[config.mk]
export PLATFORM = sky130hd
export DESIGN_NAME = sart_ctrl
export DESIGN_NICKNAME = d
export VERILOG_FILES = /design/src/design/sart_pkg.sv /design/src/design/sart_ctrl.sv
export SDC_FILE = /design/constraint.sdc
export NUM_CORES = 1
export LEC_CHECK = 0
export BUFFER_PORTS_ARGS = -buffer_cell sky130_fd_sc_hd__buf_2
export CAP_MARGIN = 10
export CORE_AREA = 2 2 233 235
export DETAILED_ROUTE_END_ITERATION = 6
export DIE_AREA = 0 0 235 237
export PLACE_DENSITY = 0.57
export SLEW_MARGIN = 20
export SYNTH_ARGS = -nofsm -noshare
export SYNTH_HDL_FRONTEND = slang
export SYNTH_SLANG_ARGS = --single-unit
[constraint.sdc]
create_clock -name clock -period 16.7 [get_ports clock]
set_input_delay 2.505 -clock clock [delete_from_list [all_inputs] [get_ports clock]]
set_output_delay 2.505 -clock clock [all_outputs]
set_load 0.02 [all_outputs]
[src/design/sart_pkg.sv]
package sart_pkg;

   // Item kinds on the request channel
   localparam logic ACT_INSERT = 1'b0;
   localparam logic ACT_LOOKUP = 1'b1;

   // Response status codes
   localparam logic [1:0] ST_INSERTED = 2'd0;
   localparam logic [1:0] ST_FULL     = 2'd1;
   localparam logic [1:0] ST_HIT      = 2'd2;
   localparam logic [1:0] ST_MISS     = 2'd3;

   localparam int ADDR_W = 64;

   typedef struct packed {
      logic [ADDR_W-1:0] base_addr;
      logic [ADDR_W-1:0] last_addr;
   } entry_type;

   typedef struct packed {
      logic [1:0]        status;
      logic [ADDR_W-1:0] found_start;
      logic [ADDR_W-1:0] found_end;
   } result_type;

   typedef enum logic [2:0] {
      S_IDLE,
      S_INS_RD,
      S_INS_CMP,
      S_LK_RD,
      S_LK_CMP,
      S_DONE
   } state_type;

endpackage

[src/design/sart_ctrl.sv]
module sart_ctrl #(
   parameter int CAPACITY = 256
) (
   input  logic                            clock,
   input  logic                            reset,
   // request side
   input  logic                            req_valid,
   output logic                            req_stall,
   input  logic                            action,
   input  logic [sart_pkg::ADDR_W-1:0]     range_start,
   input  logic [sart_pkg::ADDR_W-1:0]     range_end,
   input  logic [sart_pkg::ADDR_W-1:0]     lookup_addr,
   // finished result, handed to the output register
   output logic                            res_valid,
   output sart_pkg::result_type            res,
   input  logic                            res_take,
   // table memory
   output logic                            mem_wr_en,
   output logic [((CAPACITY > 1) ? $clog2(CAPACITY) : 1)-1:0] mem_wr_addr,
   output sart_pkg::entry_type             mem_wr_data,
   output logic                            mem_rd_en,
   output logic [((CAPACITY > 1) ? $clog2(CAPACITY) : 1)-1:0] mem_rd_addr,
   input  sart_pkg::entry_type             mem_rd_data
);

   localparam int IDX_W = (CAPACITY > 1) ? $clog2(CAPACITY) : 1;
   localparam int CNT_W = $clog2(CAPACITY + 1);

   sart_pkg::state_type  state_ff, state_in;
   logic [CNT_W-1:0]     count_ff, count_in;
   logic [CNT_W-1:0]     pos_ff, pos_in;
   logic [CNT_W-1:0]     lo_ff, lo_in;
   logic [CNT_W-1:0]     hi_ff, hi_in;
   logic [IDX_W-1:0]     mid_ff, mid_in;
   logic [sart_pkg::ADDR_W-1:0] key_start_ff, key_start_in;
   logic [sart_pkg::ADDR_W-1:0] key_end_ff, key_end_in;
   logic [sart_pkg::ADDR_W-1:0] key_addr_ff, key_addr_in;
   sart_pkg::result_type res_ff, res_in;

   logic             accept;
   logic             full;
   logic [CNT_W:0]   mid_sum;
   logic [CNT_W-1:0] mid_full;
   logic [CNT_W-1:0] pos_dec;
   logic             probe_hit;
   logic             probe_below;

   assign accept      = req_valid && (state_ff == sart_pkg::S_IDLE);
   assign full        = (count_ff == CNT_W'(CAPACITY));
   assign mid_sum     = {1'b0, lo_ff} + {1'b0, hi_ff};
   assign mid_full    = mid_sum[CNT_W:1];
   assign pos_dec     = pos_ff - 1'b1;
   assign probe_below = (key_addr_ff < mem_rd_data.base_addr);
   assign probe_hit   = !probe_below && (key_addr_ff <= mem_rd_data.last_addr);

   // next state
   always_comb begin
      state_in = state_ff;
      unique case (state_ff)
         sart_pkg::S_IDLE: begin
            if (accept) begin
               if (action == sart_pkg::ACT_INSERT) begin
                  state_in = full ? sart_pkg::S_DONE : sart_pkg::S_INS_RD;
               end else begin
                  state_in = (count_ff == '0) ? sart_pkg::S_DONE : sart_pkg::S_LK_RD;
               end
            end
         end
         sart_pkg::S_INS_RD: begin
            state_in = (pos_ff == '0) ? sart_pkg::S_DONE : sart_pkg::S_INS_CMP;
         end
         sart_pkg::S_INS_CMP: begin
            state_in = (mem_rd_data.base_addr > key_start_ff) ? sart_pkg::S_INS_RD
                                                              : sart_pkg::S_DONE;
         end
         sart_pkg::S_LK_RD: begin
            state_in = (lo_ff > hi_ff) ? sart_pkg::S_DONE : sart_pkg::S_LK_CMP;
         end
         sart_pkg::S_LK_CMP: begin
            if (probe_hit || (probe_below && mid_ff == '0)) begin
               state_in = sart_pkg::S_DONE;
            end else begin
               state_in = sart_pkg::S_LK_RD;
            end
         end
         sart_pkg::S_DONE: begin
            if (res_take) begin
               state_in = sart_pkg::S_IDLE;
            end
         end
         default: state_in = sart_pkg::S_IDLE;
      endcase
   end

   // datapath and memory controls
   always_comb begin
      count_in     = count_ff;
      pos_in       = pos_ff;
      lo_in        = lo_ff;
      hi_in        = hi_ff;
      mid_in       = mid_ff;
      key_start_in = key_start_ff;
      key_end_in   = key_end_ff;
      key_addr_in  = key_addr_ff;
      res_in       = res_ff;
      mem_wr_en    = 1'b0;
      mem_wr_addr  = pos_ff[IDX_W-1:0];
      mem_wr_data  = mem_rd_data;
      mem_rd_en    = 1'b0;
      mem_rd_addr  = pos_dec[IDX_W-1:0];
      unique case (state_ff)
         sart_pkg::S_IDLE: begin
            if (accept) begin
               key_start_in = range_start;
               key_end_in   = range_end;
               key_addr_in  = lookup_addr;
               res_in       = '0;
               if (action == sart_pkg::ACT_INSERT) begin
                  if (full) begin
                     res_in.status = sart_pkg::ST_FULL;
                  end else begin
                     pos_in   = count_ff;
                     count_in = count_ff + 1'b1;
                  end
               end else begin
                  res_in.status = sart_pkg::ST_MISS;
                  lo_in         = '0;
                  hi_in         = count_ff - 1'b1;
               end
            end
         end
         sart_pkg::S_INS_RD: begin
            // at the bottom: drop the new range in place
            if (pos_ff == '0) begin
               mem_wr_en             = 1'b1;
               mem_wr_data.base_addr = key_start_ff;
               mem_wr_data.last_addr = key_end_ff;
               res_in.status         = sart_pkg::ST_INSERTED;
            end else begin
               mem_rd_en = 1'b1;
            end
         end
         sart_pkg::S_INS_CMP: begin
            mem_wr_en = 1'b1;
            if (mem_rd_data.base_addr > key_start_ff) begin
               // neighbor moves up one slot
               pos_in = pos_dec;
            end else begin
               mem_wr_data.base_addr = key_start_ff;
               mem_wr_data.last_addr = key_end_ff;
               res_in.status         = sart_pkg::ST_INSERTED;
            end
         end
         sart_pkg::S_LK_RD: begin
            if (lo_ff <= hi_ff) begin
               mem_rd_en   = 1'b1;
               mem_rd_addr = mid_full[IDX_W-1:0];
               mid_in      = mid_full[IDX_W-1:0];
            end
         end
         sart_pkg::S_LK_CMP: begin
            if (probe_hit) begin
               res_in.status      = sart_pkg::ST_HIT;
               res_in.found_start = mem_rd_data.base_addr;
               res_in.found_end   = mem_rd_data.last_addr;
            end else if (probe_below) begin
               hi_in = CNT_W'(mid_ff) - 1'b1;
            end else begin
               lo_in = CNT_W'(mid_ff) + 1'b1;
            end
         end
         sart_pkg::S_DONE: begin
         end
         default: begin
         end
      endcase
   end

   always_ff @(posedge clock) begin
      if (reset) begin
         state_ff <= sart_pkg::S_IDLE;
         count_ff <= '0;
      end else begin
         state_ff <= state_in;
         count_ff <= count_in;
      end
   end

   always_ff @(posedge clock) begin
      pos_ff       <= pos_in;
      lo_ff        <= lo_in;
      hi_ff        <= hi_in;
      mid_ff       <= mid_in;
      key_start_ff <= key_start_in;
      key_end_ff   <= key_end_in;
      key_addr_ff  <= key_addr_in;
      res_ff       <= res_in;
   end

   assign req_stall = (state_ff != sart_pkg::S_IDLE);
   assign res_valid = (state_ff == sart_pkg::S_DONE);
   assign res       = res_ff;

endmodule
==> results.md, run 1 <==
- Post-synth top area share: between 50 and 60%
- Gr usage total: a little under a quarter
- Crit share post-route: just under 60%
- Clock input transition at the sequential cells of the worst setup and hold paths: roughly 0.05 ns
- RSZ-0062 raised after global routing: false
- Synth warnings: 0
- DRC viols: 0
- CP arrival: 7.31 ns
- I/O pin cnt: 603
- Syn Inst Count: about 1.7k
- # H-tree levels: 2
- Final setup TNS: 0 ns
- Minimum clock period: about 9.8 ns
- Ys flop type: edfxtp_1
- Initial antenna violation count: 16
- I/O Buffers: roughly 600
- Mapped cell area: roughly 20,000 um2
- Crit end category: output pin
- Measured slew at the worst slew-check pin: between 1 and 1.5 ns
- Drt first pass iters: 5
- Drt initial violations: ~800
- Floorplan row count: 85
- Initial Util: a little under two fifths
- CTS Root Cell: clkbuf_16
- Max_slew headroom: 24.0%
- Largest net degree at the start of global routing: 126
- Hold crit path type: register to register
- Global-route wire length before repair: around 96,000 um
- Worst hold start: count_ff[5]
- R2R cell count: 11
- Setup repair bufs after CTS: 0
- Synth top area cells: edfxtp_1 54%, ha_1 13%, mux2_4 4.8%, inv_1 4.4%, nor2_1 3.6%
- CORE AREA: 53,300 um2
- VDD IR max: ~0.14 mV
- Min Hold Slack: 0.565 ns
- P&R area growth vs syn: 26.1%
- Routed len/inst: about 21 um
- Sequential fraction of the synthesis area: a little under three fifths
- Setup crit start: mem_rd_data[123]
- Max-Cap Viols: 0
- Die Height: roughly 240 um
- Startpoint types: input pin
- Post-Route Utilization: a little under half
- Post_cts resized: 0
- Synth async-reset ratio: 0%
- Final WL: ~66,000 um
- WHS Path Cells: 2
- FF+latch count, synth: around 370
- Avg Vias per Cell: around 5.0
- Hold buffer count at CTS: 0
- Syn avg cell area: roughly 12 um2
- R2R Path End: res[42]
- Worst hold path endpoint: count_ff[5]
- Worst-Skew Late Latency: slightly below 0.6 ns
- Post-DP HPWL: 52,600 um
- Remaining global-route overflow: 0
- FMAX: between 100 and 150 MHz
- CTS buffer count: 45
- Final setup viols: 0
- # nets final: between 2k and 3k
- Setup Crit Path Kind: input pin to output pin
- Outcome: complete, no violations
- Pleak: 0.0117 uW
- Power density over the cells: between 150 and 200 nW/um2
- CP Data Required Time: approximately 14 ns
- Final hold viol count: 0
- DR vias: 15.3k
- Critical R2R Launch: key_addr_ff[53]
- CTS Buffer Depth: 3
- Skew final: between 0.015 and 0.02 ns
- Vias in the first global route: between 15k and 20k
- ANT nets after route: 0
- Die Wd: between 200 and 250 um
- Post-synth top cells: 357 x edfxtp_1, 236 x inv_1, 214 x ha_1
- Most common cell in the synthesized netlist: edfxtp_1
- Final Max Tran Viols: 0
- Syn Nets: around 2.3k
- CTS tree: built
- Gpl congestion: just under 0.9
- Yosys top cell by area: edfxtp_1
- Layout cells sized above 1: about a third
- R2R setup slack: roughly 12 ns
- Total Die Area: 55,700 um2
- Post-synth EDFFs: roughly 360
- Crit-path max FO: 66
- Synth cell types: 61
- Clock sinks: 369
-- cell families (layout without fill, tap and decap cells) --
group / Yosys count / in the layout / share of synthesized area [%]
and+or+nand+nor: 466 / 466 / 10.5
DFF: 369 / 369 / 55.0
buffers and inverters: 293 / 931 / 6.07
AOI/OAI and AO/OA: 269 / 269 / 7.85
adders and majority gates: 215 / 215 / 13.5
muxes: 79 / 79 / 5.59
xor gates and xnor gates: 34 / 34 / 1.49
other: 0 / 7 / 0
-- registers in the layout, summed over array words and instances, names as in the netlist, 8 cells and up --
| signal | flops |
|---|---|
| count_ff | 9 |
| hi_ff | 9 |
| key_addr_ff | 64 |
| key_end_ff | 64 |
| key_start_ff | 64 |
| lo_ff | 9 |
| mid_ff | 8 |
| pos_ff | 9 |
| res | 130 |
-- layout make-up --
type | count | area, um2
Tap cell | 696 | 871
Fill cell | 4920 | 28200
Multi-Input combinational cell | 1063 | 7790
Clock inverter | 29 | 268
Antenna cell | 7 | 17.5
Timing Repair Buffer | 613 | 3100
Inverter | 236 | 893
Sequential cell | 369 | 11000
Clock buffer | 53 | 1220
-- worst max-delay path by stage --
stage               depth (start not counted)               to
floorplan                                  10           res[0]
global placement                           12  mem_wr_data[18]
detailed placement                         12   mem_wr_data[8]
CTS                                        12   mem_wr_data[8]
global route                               12   mem_wr_data[8]
finish                                     12   mem_wr_data[8]
-- layer usage --
metal  vias up  part of all wire, %  wire length, um  GRT usage (%)
met5         -                 0.13               84              0
met3       124                  7.3             4780           5.96
met2       523                   48            31700           39.4
met1      7292                   41            26900           28.1
li1       7336                    -                -              -
met4        12                  3.3             2140           8.09
-- worst max-delay path, cell delays in order --
cell and delay [ns]:
buf_2 0.12, ha_1 0.31, nand4_1 0.35, nor4_2 0.52, nand4_1 0.24, o221ai_1 0.41
a2111oi_4 0.10, a21oi_4 0.64, buf_4 0.64, buf_4 0.80, mux2_4 0.36, buf_2 0.16
-- power breakdown --
part | switching [uW] | leakage (uW) | internal [uW]
logic | 1370 | 0.00747 | 694
registers | 97.4 | 0.00350 | 1350
clock network | 398 | 0.000726 | 596
-- placed cells by master, fill, tap and decap left out, types with 33 or more instances in the layout --
cell	synthesis	routed
nor2_1	191	191
edfxtp_1	357	357
nand2_1	137	136
nand3_1	33	33
o21ai_0	102	101
a21oi_1	101	101
buf_2	9	602
mux2_4	64	64
clkbuf_16	0	47
nand4_1	34	34
inv_1	236	235
ha_1	214	214
-- stage by stage --
stage | instances | area (um2) | setup slack (ns) | power (uW)
finish | 3066 | 25100 | 6.88 | 4500
global route | 3062 | 25100 | 6.60 | 4750
floorplan | 1725 | 19900 | 3.05 | 2910
detailed placement | 2977 | 23600 | 6.87 | 3540
CTS | 3059 | 25100 | 6.86 | 4550
global placement | 2977 | 23600 | 7.11 | 3510
Power figures use the tool's default switching activity.
==> run 2: changes to the inputs <==
ABC_AREA = 1   (was default)
CORE_AREA = default   (was 2 2 233 235)
CORE_MARGIN = 2   (was default)
CORE_UTILIZATION = 40   (was default)
DIE_AREA = default   (was 0 0 235 237)
PLACE_DENSITY = 0.6   (was 0.57)
clock period = 9.9 ns   (was 16.7 ns; I/O delays follow)
==> results.md, run 2 <==
- Post-DP HPWL: 55,700 um (+5.9%)
- Setup repair bufs after CTS: 0 (unchanged)
- Clock input transition at the sequential cells of the worst setup and hold paths: 0.06 ns (about the same)
- # nets final: 3,357 (+17%)
- Die Wd: 232 um (-1.2%)
- Gr usage total: 25.4% (+2.3 points)
- CTS Buffer Depth: 3 (unchanged)
- RSZ-0062 raised after global routing: false
- Worst-Skew Late Latency: 0.57 ns (about the same)
- Synth async-reset ratio: 0% (unchanged)
- Final WL: 70,100 um (+6.9%)
- Initial antenna violation count: 21 (+5)
- Setup Crit Path Kind: input pin to output pin
- FF+latch count, synth: 369 (unchanged)
- Syn Nets: 2,764 (+22%)
- Most frequent cells in the layout: 614 x nand2_1, 602 x buf_2, 357 x edfxtp_1
- Sequential fraction of the synthesis area: 52.7% (-2.3 points)
- Critical R2R Launch: key_addr_ff[55]
- Synth warnings: 0 (unchanged)
- Final setup viols: 0 (unchanged)
- Global-route wire length before repair: 103,000 um (+6.5%)
- Crit share post-route: ~67%
- Crit-path max FO: 73 (+11%)
- FMAX: 152 MHz
- # H-tree levels: 2 (unchanged)
- Post-synth top cells: 615 x nand2_1, 357 x edfxtp_1, 295 x inv_1
- Drt initial violations: 1,193 (+45%)
- Avg Vias per Cell: 5.02 (+0.59%)
- Outcome: complete, no violations
- ANT nets after route: 0 (unchanged)
- Place WS: 3.23 ns (-3.64 ns)
- Drt first pass iters: 6 (+1)
- Final WS setup: 3.32 ns (-3.56 ns)
- Minimum clock period: around 6.6 ns
- PnR Total Power: 8170 uW (+82%)
- CTS tree: built
- Measured slew at the worst slew-check pin: 1.00 ns (-0.127 ns)
- CTS Root Cell: clkbuf_16
- DRC viols: 0 (unchanged)
- Final Max Tran Viols: 0 (unchanged)
- Remaining global-route overflow: 0 (unchanged)
- Post-synth top area share: 51.5% (-2.3 points)
- Clock sinks: 369 (unchanged)
- R2R cell count: 12 (+1)
- WHS Path Cells: 2 (unchanged)
- Fill cell count: 4,840 (-1.6%)
- VDD IR max: 0.224 mV (+59%)
- Crit end category: output pin
- P&R area growth vs syn: 23.9%
- Hold crit path type: register to register
- Layout cells sized above 1: 24.3% (-8.1 points)
- Synth top area cells: edfxtp_1 52%, ha_1 13%, nand2_1 11%, inv_1 5.3%, nand3_1 3.9%
- CP Data Required Time: 8.42 ns (-5.78 ns)
- Routed len/inst: 19.8 um (-7.5%)
- Die Height: 232 um (-2.1%)
- R2R setup slack: 5.77 ns (-5.79 ns)
- Startpoint types: input pin
- CP arrival: 5.10 ns (-2.21 ns)
- Yosys top cell by area: edfxtp_1
- Vias in the first global route: 17.6k (+12%)
- Max-Cap Viols: 0 (unchanged)
- Gpl congestion: 0.916 (+5.0%)
- Total Die Area: 53,900 um2 (-3.3%)
- Most common cell after layout, fill and taps aside: nand2_1
- Max FFs per register: 130 (unchanged)
- Post-synth EDFFs: 357 (unchanged)
- Floorplan row count: 83 (-2.4%)
- Ys flop type: edfxtp_1
- Final hold viol count: 0 (unchanged)
- Final setup TNS: 0 ns (unchanged)
- R2R Path End: res[105]
- Max_slew headroom: 33.2% (+9.2 points)
- Mapped cell area: 20,800 um2 (+4.4%)
- Syn Inst Count: 2,224 (+29%)
- I/O pin cnt: 603 (unchanged)
- Initial Util: 40.5% (+3.1 points)
- Worst hold start: count_ff[8]
- Power density over the cells: 317 nW/um2 (+77%)
- Post_cts resized: 0 (unchanged)
- Worst hold path endpoint: count_ff[8]
- DR vias: 17.8k (+16%)
- Synth cell types: 40 (-34%)
- Pleak: 0.0125 uW (+7.1%)
- CORE AREA: 51,400 um2 (-3.5%)
- Largest net degree at the start of global routing: 77 (-39%)
- I/O Buffers: 602 (unchanged)
- Skew final: 0.0223 ns (+0.00234 ns)
- Hold buffer count at CTS: 0 (unchanged)
- Syn avg cell area: 9.36 um2 (-19%)
- CTS buffer count: 44 (-2.2%)
- Most common cell in the synthesized netlist: nand2_1
==> run 2: changes by cell type in the layout (fill, tap and decap cells not counted), moves of 14 or more <==
| cell | previous run | this run |
|---|---|---|
| inv_1 | 235 | 294 |
| mux2_4 | 64 | 0 |
| nand2_1 | 136 | 614 |
| nand3_1 | 33 | 162 |
| nand4_1 | 34 | 18 |
| nor2_1 | 191 | 205 |
| o21ai_0 | 101 | 62 |
| xnor2_1 | 20 | 5 |
==> run 2: worst max path at each step <==
stage,from,to,slack (ns),cells after the start
after global placement,mem_rd_data[95],mem_wr_data[43],3.35,16
after CTS,mem_rd_data[121],mem_wr_data[29],3.21,16
after global routing,mem_rd_data[101],mem_wr_data[29],3.00,17
after floorplan,mem_rd_data[127],res[0],1.76,11
final,mem_rd_data[101],mem_wr_data[104],3.32,17
after detailed placement,mem_rd_data[121],mem_wr_data[38],3.23,16
==> run 2: kinds of logic after synthesis <==
group           share of synthesized area, %
simple gates                            20.7
flops                                   52.7
buf+inv                                 7.75
fa+ha+maj                               13.0
compound gates                          4.99
xor+xnor                               0.884
==> run 2: metrics by stage <==
stage	cells	hold slack, ns	utilization [%]	instance area, um2
after global routing	3540	0.577	50.1	25800
after global placement	3451	0.527	47.3	24300
after detailed placement	3451	0.536	47.3	24300
after CTS	3530	0.545	50.1	25800
after floorplan	2224	0.467	-	20800
final	3544	0.545	50.2	25800
==> run 2: worst max-delay path, stage by stage <==
cell and delay [ns]:
buf_2 0.13, ha_1 0.31, a21oi_1 0.16, nor2_1 0.05, nor3_1 0.40, nand2_1 0.09, nand2_1 0.08, nand2_1 0.05
a21oi_1 0.20, nand2_1 0.09, nand2_2 0.15, nand2_1 0.12, nand2_4 0.68, buf_4 0.60, nand2_1 0.14, nand3_1 0.11
buf_2 0.16
==> run 2: per-layer routing <==
layer | routed length, um | GRT usage [%] | vias up
li1 | - | - | 8598
met1 | 28000 | 30.6 | 8401
met2 | 35300 | 45.2 | 648
met3 | 4610 | 4.84 | 122
met4 | 2170 | 8.47 | 6
met5 | 37 | 0 | -
==> run 2: layout make-up <==
cell class / instances / area [um2] / share of cell area (%)
antenna: 14 / 35.0 / 0.136
clock buffer: 54 / 1170 / 4.54
clock inverter: 25 / 264 / 1.02
inverter: 300 / 1130 / 4.38
multi-input combinational: 1487 / 8270 / 32.1
sequential: 369 / 11000 / 42.5
tap: 680 / 851 / 3.30
timing repair buffer: 615 / 3110 / 12.1
==> run 2: where the power goes <==
part	total, uW	internal (uW)	switching, uW
registers	2770	2530	241
logic	3770	1060	2700
clock network	1640	971	667
total	8170	4560	3610
